`src/sv/smp_pkg.sv`:
```
`timescale 1ns / 1ps

package smp_pkg;

  localparam int WIN_DEPTH   = 16;
  localparam int PAT_BITS    = 128;
  localparam int LEN_W       = 5;
  localparam int COUNT_W     = 9;
  localparam int START_W     = 8;
  localparam int CFG_IDX_W   = 2;
  localparam int CFG_DATA_W  = 64;
  localparam int OQ_DEPTH    = 4;
  localparam int OQ_PTR_W    = 2;
  localparam int OQ_CNT_W    = 3;

  localparam logic [CFG_IDX_W-1:0] REG_PAT_LO  = 2'd0;
  localparam logic [CFG_IDX_W-1:0] REG_PAT_HI  = 2'd1;
  localparam logic [CFG_IDX_W-1:0] REG_PAT_LEN = 2'd2;

  localparam logic [START_W-1:0] START_SAT = 8'hFF;
  localparam logic [COUNT_W-1:0] COUNT_SAT = 9'h1FF;

  typedef struct packed {
    logic       shift;
    logic [7:0] pat;
  } cell_ctl_t;

  typedef struct packed {
    logic [START_W-1:0] match_start;
    logic               is_match;
    logic [COUNT_W-1:0] match_total;
    logic               text_overflow;
    logic               end_of_text;
  } oq_item_t;

  function automatic logic [7:0] pat_byte(input logic [PAT_BITS-1:0] pat,
                                          input logic [3:0] idx);
    return pat[{idx, 3'b000} +: 8];
  endfunction

endpackage

```
`src/sv/smp_cell.sv`:
```
`timescale 1ns / 1ps

module smp_cell
  import smp_pkg::*;
(
  input  logic       clk,
  input  cell_ctl_t  ctl,
  input  logic [7:0] din,
  output logic [7:0] dout,
  output logic       eq
);

  logic [7:0] byte_r;

  assign eq   = (din == ctl.pat);
  assign dout = byte_r;

  always_ff @(posedge clk) begin
    if (ctl.shift) begin
      byte_r <= din;
    end
  end

endmodule

```
`src/sv/smp_outq.sv`:
```
`timescale 1ns / 1ps

module smp_outq
  import smp_pkg::*;
(
  input  logic     clk,
  input  logic     rst_n,
  input  logic [1:0] push_n,
  input  oq_item_t first,
  input  oq_item_t second,
  input  logic     pop,
  output oq_item_t head,
  output logic     not_empty,
  output logic     room
);

  oq_item_t              mem [OQ_DEPTH];
  logic [OQ_PTR_W-1:0]   wp_r, wp_nxt;
  logic [OQ_PTR_W-1:0]   rp_r, rp_nxt;
  logic [OQ_CNT_W-1:0]   cnt_r, cnt_nxt;

  assign head      = mem[rp_r];
  assign not_empty = (cnt_r != '0);
  assign room      = (cnt_r <= OQ_CNT_W'(OQ_DEPTH - 2));

  always_comb begin
    wp_nxt  = wp_r + OQ_PTR_W'(push_n);
    rp_nxt  = rp_r + OQ_PTR_W'(pop);
    cnt_nxt = cnt_r + OQ_CNT_W'(push_n) - OQ_CNT_W'(pop);
  end

  always_ff @(posedge clk) begin
    if (!rst_n) begin
      wp_r  <= '0;
      rp_r  <= '0;
      cnt_r <= '0;
    end else begin
      wp_r  <= wp_nxt;
      rp_r  <= rp_nxt;
      cnt_r <= cnt_nxt;
    end
  end

  always_ff @(posedge clk) begin
    if (push_n != 2'd0) begin
      mem[wp_r] <= first;
    end
    if (push_n == 2'd2) begin
      mem[wp_r + OQ_PTR_W'(1)] <= second;
    end
  end

endmodule

```
`src/sv/substring_match_positions_unit.sv`:
```
`timescale 1ns / 1ps
// Streaming search for every occurrence of a configured pattern of 1 to 16 bytes.
// Input beats carry one text byte each, with in_text_last marking the final byte.
// Each accepted byte shifts into a row of window cells; every cell compares the
// byte it takes in with its pattern byte, and a full match yields one output beat
// with the start offset and the running match count. The final byte of a text also
// yields a closing beat with the total and the overflow flag, then the per-text
// counters clear for the next text.
// Throughput is one text byte per cycle while the queue has room; the window row
// shifts and compares each accepted byte. Results are registered in a four-entry
// output queue before they reach the output. A byte that yields both a match beat
// and a closing beat pushes both beats into the queue. The input is stalled while
// the queue lacks room for two beats, so during an output stall bytes keep being
// taken until the queue holds three or four beats. Reset empties the queue,
// clears the counters and sets the pattern length to one with an all-zero
// pattern. Configuration must be written only while idle; unchecked by the block.
module substring_match_positions_unit
  import smp_pkg::*;
#(
  parameter int PATTERN_MAX = 16,
  parameter int TEXT_MAX    = 256
)
(
  input  logic                  clk,
  input  logic                  rst_n,
  input  logic                  cfg_we,
  input  logic [CFG_IDX_W-1:0]  cfg_index,
  input  logic [CFG_DATA_W-1:0] cfg_wdata,
  input  logic                  in_valid,
  output logic                  in_stall,
  input  logic [7:0]            in_text_byte,
  input  logic                  in_text_last,
  output logic                  out_valid,
  input  logic                  out_stall,
  output logic [START_W-1:0]    out_match_start,
  output logic                  out_is_match,
  output logic [COUNT_W-1:0]    out_match_total,
  output logic                  out_text_overflow,
  output logic                  out_end_of_text
);

  localparam int CELLS  = (PATTERN_MAX < WIN_DEPTH) ? PATTERN_MAX : WIN_DEPTH;
  localparam int SEEN_W = $clog2(TEXT_MAX + 1);

  logic [CFG_DATA_W-1:0] pat_lo_r, pat_hi_r;
  logic [LEN_W-1:0]      pat_len_r;
  logic [SEEN_W-1:0]     seen_r, seen_nxt;
  logic [COUNT_W-1:0]    found_r, found_nxt;
  logic                  ovf_r, ovf_nxt;

  logic                  in_acc;
  logic [LEN_W-1:0]      eff_len;
  logic [7:0]            chain [CELLS+1];
  logic [CELLS-1:0]      eq_v, act_v;
  logic                  hit;
  logic [SEEN_W:0]       pos_inc;
  logic [SEEN_W:0]       start_full;
  logic [START_W-1:0]    start;
  logic [1:0]            push_n;
  oq_item_t              first, second, head;
  logic                  q_room, q_pop;

  assign in_acc  = in_valid & ~in_stall;
  assign in_stall = ~q_room;
  assign eff_len = (pat_len_r > LEN_W'(CELLS)) ? LEN_W'(CELLS) : pat_len_r;

  assign chain[0] = in_text_byte;

  for (genvar k = 0; k < CELLS; k++) begin : g_cell
    cell_ctl_t        ctl;
    logic [3:0]       idx;

    assign idx     = 4'(eff_len - LEN_W'(1) - LEN_W'(k));
    assign ctl.shift = in_acc;
    assign ctl.pat   = pat_byte({pat_hi_r, pat_lo_r}, idx);
    assign act_v[k]  = (LEN_W'(k) < eff_len);

    smp_cell u_cell (
      .clk  (clk),
      .ctl  (ctl),
      .din  (chain[k]),
      .dout (chain[k+1]),
      .eq   (eq_v[k])
    );
  end

  always_comb begin
    pos_inc = {1'b0, seen_r} + (SEEN_W+1)'(1);
    ovf_nxt = ovf_r | (seen_r >= SEEN_W'(TEXT_MAX));
    seen_nxt = (seen_r >= SEEN_W'(TEXT_MAX)) ? seen_r : seen_r + SEEN_W'(1);
    hit = (eff_len != '0) && (pos_inc >= (SEEN_W+1)'(eff_len)) && (&(eq_v | ~act_v));
    start_full = pos_inc - (SEEN_W+1)'(eff_len);
    if (ovf_nxt || (start_full > (SEEN_W+1)'(START_SAT))) begin
      start = START_SAT;
    end else begin
      start = start_full[START_W-1:0];
    end
    found_nxt = (hit && (found_r != COUNT_SAT)) ? found_r + COUNT_W'(1) : found_r;

    first.match_start   = hit ? start : '0;
    first.is_match      = hit;
    first.match_total   = found_nxt;
    first.text_overflow = ovf_nxt;
    first.end_of_text   = ~hit;

    second.match_start   = '0;
    second.is_match      = 1'b0;
    second.match_total   = found_nxt;
    second.text_overflow = ovf_nxt;
    second.end_of_text   = 1'b1;

    push_n = in_acc ? (2'(hit) + 2'(in_text_last)) : 2'd0;
  end

  always_ff @(posedge clk) begin
    if (!rst_n) begin
      pat_lo_r  <= '0;
      pat_hi_r  <= '0;
      pat_len_r <= LEN_W'(1);
    end else if (cfg_we) begin
      case (cfg_index)
        REG_PAT_LO:  pat_lo_r  <= cfg_wdata;
        REG_PAT_HI:  pat_hi_r  <= cfg_wdata;
        REG_PAT_LEN: pat_len_r <= cfg_wdata[LEN_W-1:0];
        default: ;
      endcase
    end
  end

  always_ff @(posedge clk) begin
    if (!rst_n) begin
      seen_r  <= '0;
      found_r <= '0;
      ovf_r   <= 1'b0;
    end else if (in_acc) begin
      if (in_text_last) begin
        seen_r  <= '0;
        found_r <= '0;
        ovf_r   <= 1'b0;
      end else begin
        seen_r  <= seen_nxt;
        found_r <= found_nxt;
        ovf_r   <= ovf_nxt;
      end
    end
  end

  assign q_pop = out_valid & ~out_stall;

  smp_outq u_outq (
    .clk       (clk),
    .rst_n     (rst_n),
    .push_n    (push_n),
    .first     (first),
    .second    (second),
    .pop       (q_pop),
    .head      (head),
    .not_empty (out_valid),
    .room      (q_room)
  );

  assign out_match_start   = head.match_start;
  assign out_is_match      = head.is_match;
  assign out_match_total   = head.match_total;
  assign out_text_overflow = head.text_overflow;
  assign out_end_of_text   = head.end_of_text;

endmodule

```
`config.mk`:
```
export PLATFORM = sky130hd
export DESIGN_NAME = substring_match_positions_unit
export DESIGN_NICKNAME = d
export VERILOG_FILES = /design/src/sv/smp_pkg.sv /design/src/sv/smp_cell.sv /design/src/sv/smp_outq.sv /design/src/sv/substring_match_positions_unit.sv
export SDC_FILE = /design/constraint.sdc
export NUM_CORES = 1
export LEC_CHECK = 0
export BUFFER_PORTS_ARGS = -buffer_cell sky130_fd_sc_hd__buf_2
export CAP_MARGIN = 40
export CORE_MARGIN = 5
export CORE_UTILIZATION = 25
export DETAILED_ROUTE_END_ITERATION = 8
export GPL_ROUTABILITY_DRIVEN = 0
export PLACE_DENSITY = 0.35
export SLEW_MARGIN = 25
export SYNTH_ARGS = -nofsm -noshare
export SYNTH_HDL_FRONTEND = slang
export SYNTH_SLANG_ARGS = --single-unit
export TNS_END_PERCENT = 20
```
`constraint.sdc`:
```
create_clock -name clk -period 10 [get_ports clk]
set_input_delay 2 -clock clk [delete_from_list [all_inputs] [get_ports clk]]
set_output_delay 2 -clock clk [all_outputs]
set_load 0.005 [all_outputs]
```
==> results.sh <==
export IMPL_nNetsFinal=2602
export IMPL_startpoint_type="register"
export IMPL_core_area_um2=96420
export IMPL_p_comb_share_pct=24.7
export IMPL_ys_flop_type="dfxtp_1"
export IMPL_synth_seq_cells=359
export IMPL_worstPathArrival_ns=8.18
export IMPL_tns_ns=0
export IMPL_fin_skew_ns=0.01914
export IMPL_power_frac_seq_pct=40.9
export IMPL_design_area_um2=27630
export IMPL_grt_start_max_net_pins=81
export IMPL_grt_ovfl_total=0
export IMPL_p_switching_mw=1.580
export IMPL_drive_above_1_share_pct=16.13
export IMPL_switching_share_pct=33.59
export IMPL_synth_cells=2485
export IMPL_ctsHoldBuffers=0
export IMPL_dieArea_um2=103100
export IMPL_grt_pass1_wl_mm=150.0
export IMPL_path_cells="nand2b_2 -> buf_4 -> ha_2 -> buf_4 -> mux4_2 -> mux2i_1 -> mux2i_1 -> xnor2_1 -> nand2_1 -> nor4_1 -> a31oi_1 -> a2111oi_1 -> and3_2 -> nand2_4 -> inv_1 -> ha_1 -> nor2_1 -> nand3b_1 -> buf_4 -> clkinv_1 -> o211ai_1 -> nand2_1"
export IMPL_cts_repair_resized=0
export IMPL_ys_seq_area_share_pct=36.31
export IMPL_drt_iter0_drc=2112
export IMPL_critPathSlowestCell="dfxtp_4"
export IMPL_hp_class="register to register"
export IMPL_die_height_um=321.2
export IMPL_r2r_cells=22
export IMPL_power_share_clock_pct=34.4
export IMPL_cts_root_buffer="clkbuf_16"
export IMPL_crit_path_max_incr_delay_ns=0.83
export IMPL_post_drt_wl_per_cell_um=27.71
export IMPL_critPathCapture="u_outq.mem[2][4]"
export IMPL_status="complete, no violations"
export IMPL_htreeDepth=2
export IMPL_yosys_warnings=0
export IMPL_worst_pin_slew_ns=0.9307
export IMPL_path_class="register to register"
export IMPL_path_delay_family="buffers and inverters"
export IMPL_crit_path_start="pat_len_r[1]"
export IMPL_antenna_found_initial=2
export IMPL_leakagePower_nw=9.716
export IMPL_synth_edf_count=160
export IMPL_vias=20580
export IMPL_route_detailed_drc=0
export IMPL_avgSynthCellArea_um2=9.741
export IMPL_rsz0062_at_grt="false"
export IMPL_max_cap_violations=0
export IMPL_numPortBuffers=101
export IMPL_clock_sinks=359
export IMPL_routed_wl_mm=105.8
export IMPL_fillers=10230
export IMPL_min_period_ns=7.817
export IMPL_grt_pass1_vias=19710
export IMPL_antenna_left=0
export IMPL_setup_viol=0
export IMPL_placedCellCount=3729
export IMPL_fmax_mhz=127.9
export IMPL_clk_pin_slew_ns=0.06
export IMPL_dr_pass1_iters=5
export IMPL_vias_per_cell=5.389
export IMPL_cts_tree="done"
export IMPL_maxSlewHeadroom_pct=37.30
export IMPL_p_per_area_nw_per_um2=170.3
export IMPL_areaGrowthSynthToFinish_pct=14.15
export IMPL_synthDistinctLibCells=91
export IMPL_syn_num_nets=2582
export IMPL_critPathMostFrequentCell="buf_4"
export IMPL_die_width_um=321.2
export IMPL_worstSetupPathDepth=22
export IMPL_peakVddDrop_v=0.0001058
export IMPL_r2r_slack_ns=2.18
export IMPL_pin_count=102
export IMPL_finalCritPeriodShare_pct=78.17
export IMPL_final_hold_viol_count=0
export IMPL_critPathMaxFanout=55
export IMPL_cp_end_kind="register"
export IMPL_numCtsBuffers=45
export IMPL_intPower_mw=3.125
export IMPL_diodes=0
export IMPL_cts_buffer_depth=3
export IMPL_synthArstFlopShare_pct=0
export IMPL_netlist_area_um2=24210
export IMPL_critical_path_buf_inv_count=5
export IMPL_worstSkewPairLatency_ns=0.61
export IMPL_cts_setup_buffers=0
export IMPL_maxSlewViolCount=0
export IMPL_placed_cell_area_um2=26070
export IMPL_num_rows=114
export IMPL_hpwl_mm=80.39
export IMPL_reg2reg_to="u_outq.mem[2][4]"
export IMPL_reg2reg_from="pat_len_r[1]"
export IMPL_crit_required_ns=10.36
export IMPL_start_util_pct=25.10
export IMPL_holdWs_ns=0.4455
export IMPL_grt_use_total_pct=19.85
export IMPL_fin_cells=3818
-- per-stage QoR --
stage / setup WS [ns] / power (mW) / utilization [%]
2_1_floorplan: 2.469 / 2.623 / -
3_3_place_gp: 1.897 / 3.092 / 26.77
3_5_place_dp: 2.176 / 3.109 / 27.04
4_1_cts: 2.179 / 4.760 / 28.56
5_1_grt: 1.748 / 4.922 / 28.66
6_report: 2.183 / 4.705 / 28.66
-- registers in the layout, summed over array words and instances (netlist names) --
signal	flops
pat_len_r	5
u_outq.mem	80
seen_r	9
pat_hi_r	64
found_r	9
u_outq.wp_r	2
u_outq.rp_r	2
u_outq.cnt_r	3
g_cell.u_cell.dout	120
ovf_r	1
pat_lo_r	64
-- kinds of logic after synthesis --
family | count (synthesis) | synth area share [%]
flops | 359 | 36.31
xor+xnor | 145 | 5.433
fa+ha+maj | 17 | 0.9408
compound gates | 574 | 17.22
buf+inv | 229 | 4.192
mux | 383 | 20.68
simple gates | 778 | 15.23
-- power groups by stage --
stage | clock [mW] | combinational (mW) | sequential, mW
final | 1.62 | 1.16 | 1.92
after global routing | 1.74 | 1.25 | 1.94
after CTS | 1.68 | 1.16 | 1.93
after detailed placement | 0 | 1.16 | 1.95
after global placement | 0 | 1.14 | 1.96
after floorplan | 0 | 0.768 | 1.86
-- how the worst min path moves through the flow --
| stage | cells after the start | end | startpoint |
|---|---|---|---|
| 2_1_floorplan | 2 | u_outq.mem[0][11] | u_outq.mem[0][11] |
| 4_1_cts | 2 | u_outq.mem[0][11] | u_outq.mem[0][11] |
| 5_1_grt | 0 | g_cell[9].u_cell.dout[6] | g_cell[8].u_cell.dout[6] |
| 3_3_place_gp | 2 | u_outq.mem[0][13] | u_outq.mem[0][13] |
| 3_5_place_dp | 2 | u_outq.mem[0][11] | u_outq.mem[0][11] |
| 6_report | 2 | u_outq.mem[0][11] | u_outq.mem[0][11] |
-- worst register-to-register path: cells and delay by family, from the launching register on --
| kind | cells | cell delay [ns] |
|---|---|---|
| buffers and inverters | 5 | 1.74 |
| AND/OR/NAND/NOR | 8 | 1.65 |
| AO/OA/AOI/OAI | 3 | 1.20 |
| adder cells (fa/ha/maj) | 2 | 1.08 |
| multiplexers | 3 | 0.90 |
| flip-flops | 1 | 0.83 |
| XOR/XNOR | 1 | 0.18 |
-- final cells by class --
class	instances	area (µm²)	area share [%]
multi-input combinational	1897	14480	52.40
timing repair buffer	163	1144	4.139
inverter	39	148.9	0.5389
sequential	359	8796	31.83
tap	1276	1597	5.778
clock inverter	22	237.7	0.8604
clock buffer	62	1230	4.451
-- per-layer routing --
| metal | track usage [%] | vias to the layer above | share of wire, % |
|---|---|---|---|
| met3 | 3.605 | 160 | 6.5 |
| met2 | 31.84 | 823 | 46 |
| met5 | 0 | - | 0.012 |
| met1 | 27.44 | 10310 | 45 |
| met4 | 5.848 | 2 | 3.4 |
| li1 | - | 9280 | - |
-- Yosys cell counts, drive strengths merged, types with 21 or more instances --
master	n	area (µm²)
dfxtp	199	3984
nor2b	27	168.9
o22a	38	332.8
a22oi	28	210.2
o21ai	100	530.5
nor3b	23	177.7
clkbuf	111	416.7
nand2	403	1523
a22o	25	219.0
o211ai	35	262.8
buf	79	451.7
a21boi	136	1021
mux2i	265	2653
xor2	85	744.5
o221ai	21	183.9
a21oi	49	249.0
inv	35	131.4
edfxtp	160	4805
nor2	94	395.4
nand3	76	380.4
a2bb2oi	34	297.8
mux4	91	2049
mux2	27	304.0
xnor2	60	570.6
nor3	36	224.0
-- cell usage in the layout (no fill, tap or decap), types with 34 or more instances in the layout --
cell	count
nand2_1	401
edfxtp_1	160
o211ai_1	35
dfxtp_1	195
xnor2_1	53
mux4_2	91
mux2i_1	265
a21boi_0	135
xor2_1	85
nor2_1	90
clkbuf_16	45
a21oi_1	48
o22a_1	38
o21ai_0	91
buf_4	42
nand3_1	76
buf_2	107
a2bb2oi_1	34
No activity file was read; power rests on OpenSTA's default activity.
